`src/hdl/afr_pkg.sv`:
```
// Shared types and constants for the accumulation frame buffer resolve block.
// No dependencies; every module file imports this package (afr_stream_if does not).
package afr_pkg;

  typedef enum logic [1:0] {
    OP_SET     = 2'd0,
    OP_ACC     = 2'd1,
    OP_RAW     = 2'd2,
    OP_RESOLVE = 2'd3
  } op_t;

  typedef enum logic [1:0] {
    CFG_FRAME_WIDTH  = 2'd0,
    CFG_FRAME_HEIGHT = 2'd1,
    CFG_SAMPLE_COUNT = 2'd2
  } cfg_idx_t;

  typedef enum logic [2:0] {
    ST_CLEAR,
    ST_IDLE,
    ST_ADDR,
    ST_READ,
    ST_MODIFY,
    ST_RESOLVE,
    ST_EMIT
  } state_t;

  typedef enum logic [2:0] {
    PH_IDLE,
    PH_DIV,
    PH_SQRT,
    PH_MUL,
    PH_SCALE
  } phase_t;

  localparam int CFG_DATA_W = 16;
  localparam logic [8:0]  FRAME_RST = 9'd256;
  localparam logic [15:0] COUNT_RST = 16'd1;
  localparam logic [16:0] ONE_Q16   = 17'd65536;
  localparam logic [17:0] SCALE_MUL = 18'd255999;
  // ceil(2^28 / 1000): after a 16-bit shift, times this and >> 28 is / 65536000
  localparam logic [18:0] SCALE_RECIP = 19'd268436;

  typedef struct packed {
    op_t         opcode;
    logic [8:0]  pos_x;
    logic [8:0]  pos_y;
    logic [23:0] sample_r;
    logic [23:0] sample_g;
    logic [23:0] sample_b;
  } in_item_t;

  typedef struct packed {
    logic        status;
    logic [31:0] raw_r;
    logic [31:0] raw_g;
    logic [31:0] raw_b;
    logic [7:0]  pixel_r;
    logic [7:0]  pixel_g;
    logic [7:0]  pixel_b;
  } out_item_t;

  typedef struct packed {
    logic clr_en;
    logic in_load;
    logic addr_load;
    logic mem_rd;
    logic modify;
    logic res_start;
    logic out_load;
  } afr_cmd_t;

  typedef struct packed {
    logic clr_last;
    logic oob;
    logic is_resolve;
    logic res_done;
    logic out_full;
  } afr_sts_t;

endpackage

```
`src/hdl/afr_ctrl.sv`:
```
// Sequencer for the frame buffer: clear sweep, address, read, modify, resolve, emit.
// Drives afr_cmd_t to the datapath and reads afr_sts_t back. Uses afr_pkg.
module afr_ctrl (
  input  logic             clk,
  input  logic             rst_n,
  input  logic             in_valid,
  output logic             in_ready,
  input  afr_pkg::afr_sts_t sts,
  output afr_pkg::afr_cmd_t cmd
);
  import afr_pkg::*;

  state_t state_r;
  state_t state_nxt;

  always_ff @(posedge clk) begin
    if (!rst_n) state_r <= ST_CLEAR;
    else        state_r <= state_nxt;
  end

  always_comb begin
    state_nxt = state_r;
    cmd       = '0;
    in_ready  = 1'b0;
    unique case (state_r)
      ST_CLEAR: begin
        cmd.clr_en = 1'b1;
        if (sts.clr_last) state_nxt = ST_IDLE;
      end
      ST_IDLE: begin
        in_ready = 1'b1;
        if (in_valid) begin
          cmd.in_load = 1'b1;
          state_nxt   = ST_ADDR;
        end
      end
      ST_ADDR: begin
        cmd.addr_load = 1'b1;
        state_nxt     = sts.oob ? ST_EMIT : ST_READ;
      end
      ST_READ: begin
        cmd.mem_rd = 1'b1;
        state_nxt  = ST_MODIFY;
      end
      ST_MODIFY: begin
        cmd.modify = 1'b1;
        if (sts.is_resolve) begin
          cmd.res_start = 1'b1;
          state_nxt     = ST_RESOLVE;
        end else begin
          state_nxt = ST_EMIT;
        end
      end
      ST_RESOLVE: begin
        if (sts.res_done) state_nxt = ST_EMIT;
      end
      ST_EMIT: begin
        if (!sts.out_full) begin
          cmd.out_load = 1'b1;
          state_nxt    = ST_IDLE;
        end
      end
      default: state_nxt = ST_IDLE;
    endcase
  end

  a_resolve_entry: assert property (@(posedge clk) disable iff (!rst_n)
    (state_r == ST_RESOLVE) |-> ($past(state_r) == ST_MODIFY || $past(state_r) == ST_RESOLVE))
    else $error("resolve wait entered from wrong state");

endmodule

```
`config.mk`:
```
export PLATFORM = sky130hd
export DESIGN_NAME = afr_ctrl
export DESIGN_NICKNAME = d
export VERILOG_FILES = /design/src/hdl/afr_pkg.sv /design/src/hdl/afr_ctrl.sv
export SDC_FILE = /design/constraint.sdc
export NUM_CORES = 1
export LEC_CHECK = 0
export BUFFER_PORTS_ARGS = -buffer_cell sky130_fd_sc_hd__buf_4
export CORE_AREA = 2 2 39 41
export CTS_CLUSTER_DIAMETER = 200
export CTS_CLUSTER_SIZE = 28
export DETAILED_ROUTE_END_ITERATION = 10
export DIE_AREA = 0 0 41 43
export GPL_ROUTABILITY_DRIVEN = 0
export SLEW_MARGIN = 25
export SYNTH_ARGS = -nofsm -noshare
export SYNTH_HDL_FRONTEND = slang
export SYNTH_SLANG_ARGS = --single-unit
```
`constraint.sdc`:
```
create_clock -name clk -period 1.8 [get_ports clk]
set_input_delay 0.18 -clock clk [delete_from_list [all_inputs] [get_ports clk]]
set_output_delay 0.18 -clock clk [all_outputs]
set_load 0.01 [all_outputs]
```
[Word level (Yosys, flattened, before mapping)]
Cells that the tools add are included.
Cells by class
  equal/unequal tests: 10
  mux-type cells: 17
  reduce and logical (&&, ||, !) cells: 2
Operators with widths (count)
  $pmux 3 s7: 1
  $mux 3: 5
  $eq 3x3->1 const B: 3
  $mux 1: 9
  $ne 2x2->1 const B: 4
  $eq 3x2->1 const B: 2
  $mux 2: 2
  $reduce_and 4->1: 1
  $eq 3x1->1 const B: 1
  $logic_not 3->1: 1
Storage, ports and cells
  bits in registers: 3
  input bits: 8
  output and inout port bits: 8
  word-level logic and storage cells: 30

[Longest topological paths before layout]
Gate-level depths: netlist of run 1.
  depth in word-level cells: 3
  gate-level depth with buffers: 7
  gate-level depth less buffers: 6

[Worst setup path after synthesis of run 1]
No wires, ideal clock.
  kind: flip-flop to flip-flop
  start point: register state_r[1]
  end point: register state_r[1]
  library setup time: 0.103 ns
  arrival: 1.593 ns
  required time: 1.697 ns
  setup slack: 0.104 ns
  stages on the path, launching flop included: 7
  buffers on the path: 1
  clock period less this slack: 1.696 ns
  path through: dfxtp_1 -> buf_2 -> inv_2 -> ha_1 -> a2111oi_2 -> a211oi_1 -> a2111oi_2
Between the ends
  longest elaborated chain between the ends: 3
  elaborated cells between the ends (all ways): 13
  classes of those cells: 10 x eq/ne; 1 x mux; 2 x reduce/logical
RTL lines
  start, declared: RTL line afr_ctrl.sv:13  | state_t state_r;
  start signal, assigned: RTL line afr_ctrl.sv:18  | else state_r <= state_nxt;
  $eq 3x3->1, or another cell as far along: RTL line afr_ctrl.sv:25  | unique case (state_r)
  $ne 2x2->1 (no line)
  $reduce_and 4->1 (no line)
Several ways; a longest one is shown, not always the timed one.
A chain may end at the register's enable or synchronous reset.

[Worst setup path in the final report of run 1]
Same ends and word-level chain as after synthesis.

==> results by group, run 1 <==
Floorplanning
  – Starting Density: 0.242
  – Die area: 1760 um2
  – DIE HEIGHT: 43 um
  – Row Count: 14
  – Die X: 41 um
  – Area of the core: 1380 um2
  – I/O Pins: 16

Timing
  – Worst-case clock skew: 0.00579 ns
  – Worst slew pin tran: 0.286 ns
  – Tcrit/Tclk final: 0.901
  – Final setup vio count: 0
  – Max-slew violation count: 0
  – Hold Violations, Final: 0
  – Final setup TNS: 0 ns
  – WHS: 0.225 ns
  – Fmax: 616 MHz
  – Max_slew headroom: 0.808
  – Post-route minimum period: 1.62 ns
  – RSZ-0062 raised after global routing: no

GRT
  – Overall Global Routing Usage: 0.136
  – Total grt overflow: 0
  – Initial antenna violation count: 0
  – Vias in the first global route: 380
  – Largest net degree at the start of global routing: 11
  – First-pass GRT wire length: 1610 um

Cells and area
  – Largest register by flop count: state_r
  – Fillers: 152
  – Ratio of cells with drive above 1 in the final layout: 0.394
  – Final cell count without fillers: 82
  – N_diodes: 0
  – Layout Utilization: 0.368
  – Max reg flops: 3
  – Regs by FF count: state_r x3
  – Nets@finish: 76
  – Area growth syn-to-layout: 51.9%

Clock network
  – H-tree depth: 1
  – Max clock buf depth: 2
  – Num CTS Buffers: 3
  – CTS clk-pin slew, worst paths: 0.04 ns
  – Worst-Skew Late Latency: 0.24 ns
  – Post-CTS setup buffers: 0
  – CTS sink cnt: 3
  – CTS tree: built
  – Clock root cell: clkbuf_4
  – Hold Buf Count CTS: 0
  – Post-CTS resize count: 0

Logic synthesis
  – Netlist cell types: 25
  – Post-Syn Nets: 55
  – Mapped cell area: 335 um2
  – Syn_area_per_cell: 7.29 um2
  – Syn. warnings: 0
  – Seq cells post-synth: 3
  – Mapped Cells: 46
  – Sequential-to-total area share from yosys stat: 0.179

Drt
  – ANT nets after route: 0
  – Vias per Instance: 4.91
  – Initial drt markers: 11
  – Routed length per instance: 11.3 um
  – First-pass DRT Iterations: 4
  – WL final: 925 um
  – Vias: 403
  – # DRC: 0

Placed design
  – I/O Buffers: 15
  – Post-DP HPWL: 747 um
  – Placed insts: 78

Critical path
  – Crit path max fanout: 6
  – Worst setup SP type: flop
  – Setup crit end kind: flop
  – Crit path kind: flop to flop
  – Req. time, crit path: 1.94 ns
  – CP arrival: 1.76 ns

Pwr
  – Cell area power density: 1580 nW/um2
  – Pleak: 0.226 nW
  – VDD IR max: 0.000440 V
  – Total chip power: 0.807 mW

Outcome
  – Result of the run: completed

Min path
  – HP Class: input port to flop

Job
  – Max-Cap Viols: 0
per-layer routing:
metal / global-route usage / vias to the layer above / wire length (um)
met3: 0.0314 / 2 / 36
met5: 0 / - / 0
met1: 0.167 / 185 / 381
li1: - / 207 / -
met2: 0.206 / 9 / 481
met4: 0.0800 / 0 / 26
path summary, 6_finish.rpt:
path | cells past startpoint | from | slack, ns | to
min reg2reg | 4 | state_r[1]$_SDFFE_PN0P_ | 0.72 | state_r[0]$_SDFFE_PN0P_
max reg2reg | 5 | state_r[1]$_SDFFE_PN0P_ | 0.18 | state_r[1]$_SDFFE_PN0P_
max | 5 | state_r[1]$_SDFFE_PN0P_ | 0.18 | state_r[1]$_SDFFE_PN0P_
min | 3 | sts[4] | 0.23 | state_r[1]$_SDFFE_PN0P_
layout make-up:
type	count	area, um2	area share
multi-input cells	37	249	0.489
repair buffers	19	143	0.280
flip-flops and latches	3	60.1	0.118
clock buffers	4	26.3	0.0516
well taps	16	20.0	0.0393
inverters	3	11.3	0.0221
cells in the mapped netlist:
library cell	count	area, um2
a2111oi_2	2	30.0
a211oi_1	1	7.51
a21oi_1	3	15.0
a21oi_2	1	8.76
a311oi_1	1	8.76
and2_1	1	6.26
and3_1	2	12.5
buf_2	3	15.0
dfxtp_1	3	60.1
ha_1	1	12.5
inv_1	2	7.51
inv_2	1	3.75
mux2i_1	2	20.0
nand2_1	1	3.75
nand2b_1	2	12.5
nand3_1	1	5.00
nor2_1	5	18.8
nor2b_1	4	25.0
nor3_1	4	20.0
nor3b_1	1	7.51
o21ai_0	1	5.00
o21ai_1	1	5.00
o21bai_1	1	7.51
o41a_1	1	11.3
or3_1	1	6.26
worst max-delay path: stages, from the launching register on:
cell	delay (ns)
dfxtp_1	0.33
inv_2	0.07
ha_1	0.37
a2111oi_2	0.38
a211oi_1	0.09
a2111oi_2	0.28
power breakdown:
group          internal (mW)  switching [mW]  total [mW]  leakage (nW)
combinational          0.267           0.292       0.559         0.186
sequential            0.0947          0.0302       0.125        0.0248
clock                 0.0834          0.0397       0.123        0.0150
total                  0.445           0.362       0.807         0.226
cells by family after synthesis:
family	share of synthesized area
AOI/OAI and AO/OA	0.295
adders and majority gates	0.0373
buffers and inverters	0.0783
DFF	0.179
muxes	0.0597
and+or+nand+nor	0.351
metrics by stage:
stage          cell area, um2  worst slack, ns
6_report                  509            0.177
5_1_grt                   509           0.0831
4_1_cts                   509            0.172
3_5_place_dp              483            0.175
3_3_place_gp              483            0.230
2_1_floorplan             335            0.104
layout by cell type (no fill, tap or decap), drive strengths merged:
cell type,count
buf,19
nor2,5
nor3,4
nor2b,4
a21oi,4
clkbuf,4
dfxtp,3
inv,3
nand2b,2
and3,2
mux2i,2
a2111oi,2
o21ai,2
nor3b,1
and2,1
or3,1
nand3,1
a211oi,1
nand2,1
o41a,1
o21bai,1
a311oi,1
ha,1
(Power assumes the default switching activity.)
==> inputs of run 2 (changes only) <==
- PLACE_DENSITY_LB_ADDON: default -> 0.2
==> results by group, run 2 (same netlist as run 1, synthesis figures left out) <==
Outcome
  – Result of the run: completed

GRT
  – Overall Global Routing Usage: 0.131 (-0.00589)
  – Largest net degree at the start of global routing: 11 (unchanged)
  – Total grt overflow: 0 (unchanged)
  – Vias in the first global route: 381 (+0.26%)
  – First-pass GRT wire length: 1510 um (-6.0%)
  – Initial antenna violation count: 0 (unchanged)

Pwr
  – Combinational fraction of design power: 0.690 (-0.003)
  – Sequential share of power: 0.155 (about the same)
  – Pleak: 0.226 nW (unchanged)
  – Switching Power: 0.359 mW (-0.69%)
  – Clock Power Share: 0.155 (+0.003)
  – Sw Ratio: 0.447 (-0.00168)
  – VDD IR max: 0.000390 V (-11%)
  – Cell area power density: 1580 nW/um2 (-0.32%)
  – Int Pwr: 0.445 mW (about the same)

Clock network
  – Post-CTS setup buffers: 0 (unchanged)
  – Hold Buf Count CTS: 0 (unchanged)
  – Clock root cell: clkbuf_4
  – Post-CTS resize count: 0 (unchanged)
  – Num CTS Buffers: 3 (unchanged)
  – Max clock buf depth: 2 (unchanged)
  – CTS tree: built
  – CTS sink cnt: 3 (unchanged)
  – H-tree depth: 1 (unchanged)
  – Worst-Skew Late Latency: 0.24 ns (about the same)
  – CTS clk-pin slew, worst paths: 0.04 ns (about the same)

Placed design
  – Post-DP HPWL: 720 um (-3.6%)
  – Pre-CTS setup slack: 0.192 ns (+0.0168 ns)
  – I/O Buffers: 15 (unchanged)
  – Placed inst area: 483 um2 (unchanged)

Critical path
  – Worst Setup EP: state_r[1]$_SDFFE_PN0P_
  – Worst setup SP type: flop
  – Slowest cell on crit path: ha_1
  – CP Launch Point: state_r[1]$_SDFFE_PN0P_
  – CP arrival: 1.74 ns (-0.02 ns)
  – Crit path kind: flop to flop
  – Worst R2R Start: state_r[1]$_SDFFE_PN0P_
  – CP max stage delay: 0.37 ns (about the same)
  – Reg2reg setup slack: 0.20 ns (+0.03 ns)
  – Setup crit end kind: flop
  – Req. time, crit path: 1.94 ns (about the same)
  – Reg2reg end: state_r[1]$_SDFFE_PN0P_
  – FF-to-FF path depth: 5 (unchanged)
  – Most frequent CP cell: a2111oi_2
  – Crit-path cells: inv_2 > ha_1 > a2111oi_2 > a211oi_1 > a2111oi_2
  – Crit path max fanout: 6 (unchanged)

Timing
  – Hold Violations, Final: 0 (unchanged)
  – Tcrit/Tclk final: 0.887 (-0.0141)
  – Worst-case clock skew: 0.00620 ns (+0.000414 ns)
  – Final setup vio count: 0 (unchanged)
  – Post-route minimum period: 1.60 ns (-0.0253 ns)
  – Final setup TNS: 0 ns (unchanged)
  – RSZ-0062 raised after global routing: no
  – Max_slew headroom: 0.776 (-0.0319)
  – Max-slew violation count: 0 (unchanged)
  – Worst slew pin tran: 0.333 ns (+0.0475 ns)
  – Fmax: 626 MHz (+1.6%)
  – Final setup margin: 0.203 ns (+0.0253 ns)

Cells and area
  – Ratio of cells with drive above 1 in the final layout: 0.394 (unchanged)
  – Largest register by flop count: state_r
  – Commonest non-fill, non-tap cell in the layout: buf_4
  – Regs by FF count: state_r x3
  – Max reg flops: 3 (unchanged)
  – Nets@finish: 76 (unchanged)
  – Fillers: 163 (+7.2%)
  – Storage cell area: 60.1 um2 (unchanged)
  – Final Instance Area: 509 um2 (unchanged)
  – Area growth syn-to-layout: 51.9% (unchanged)
  – N_diodes: 0 (unchanged)
  – Multi-input logic area: 249 um2 (unchanged)
  – Most frequent cells in the layout: 19 x buf_4, 5 x nor2_1, 4 x nor3_1, 4 x nor2b_1

Floorplanning
  – Area of the core: 1380 um2 (unchanged)
  – I/O Pins: 16 (unchanged)
  – Die X: 41 um (unchanged)
  – DIE HEIGHT: 43 um (unchanged)
  – Row Count: 14 (unchanged)
  – Starting Density: 0.242 (unchanged)
  – Die area: 1760 um2 (unchanged)

Drt
  – # DRC: 0 (unchanged)
  – WL final: 911 um (-1.5%)
  – First-pass DRT Iterations: 2 (-2)
  – Initial drt markers: 3 (-8)
  – ANT nets after route: 0 (unchanged)
  – Vias per Instance: 4.83 (-1.7%)
  – Routed length per instance: 11.1 um (-1.5%)
  – Vias: 396 (-1.7%)

Min path
  – HP Class: input port to flop

Job
  – Max-Cap Viols: 0 (unchanged)
-- run 2: cell counts in the layout (fill, tap and decap cells not counted) --
No cell type changed its count.
-- run 2: final cells by class --
type,count,area share
Clock buffer,4,0.0516
Tap cell,16,0.0393
Inverter,3,0.0221
Sequential cell,3,0.118
Timing Repair Buffer,19,0.280
Multi-Input combinational cell,37,0.489
-- run 2: worst min-delay path by stage --
| stage | startpoint | to | slack, ns | cells after the start |
|---|---|---|---|---|
| final | sts[4] | state_r[1]$_SDFFE_PN0P_ | 0.22 | 3 |
| after global routing | sts[4] | state_r[1]$_SDFFE_PN0P_ | 0.23 | 3 |
| after floorplan | sts[4] | state_r[1]$_SDFFE_PN0P_ | 0.33 | 2 |
| after global placement | sts[4] | state_r[1]$_SDFFE_PN0P_ | 0.48 | 3 |
| after detailed placement | sts[4] | state_r[1]$_SDFFE_PN0P_ | 0.47 | 3 |
| after CTS | sts[4] | state_r[1]$_SDFFE_PN0P_ | 0.22 | 3 |
-- run 2: stage by stage --
stage	power, mW	hold slack (ns)	utilization	instances
floorplan	0.487	0.333	-	46
global placement	0.690	0.479	0.349	78
detailed placement	0.684	0.472	0.349	78
finish	0.804	0.217	0.368	82
global route	0.878	0.232	0.368	82
CTS	0.810	0.218	0.368	82
-- run 2: power groups by stage --
stage | registers (mW) | clock network (mW) | logic [mW]
after floorplan | 0.116 | 0 | 0.372
after global placement | 0.127 | 0 | 0.563
after detailed placement | 0.127 | 0 | 0.557
after CTS | 0.125 | 0.127 | 0.557
after global routing | 0.133 | 0.133 | 0.612
final | 0.125 | 0.124 | 0.555
-- run 2: critical path: cells and delay by family, from the launching register on --
family                   cells  cell delay (ns)
AO/OA/AOI/OAI                3             0.74
adder cells (fa/ha/maj)      1             0.37
buffers and inverters        1             0.07
flip-flops                   1             0.33
-- run 2: layer usage --
metal | track usage | vias to the layer above | part of all wire
li1 | - | 207 | -
met1 | 0.154 | 173 | 0.45
met2 | 0.191 | 13 | 0.48
met3 | 0.0314 | 3 | 0.049
met4 | 0.100 | 0 | 0.025
met5 | 0 | - | 0
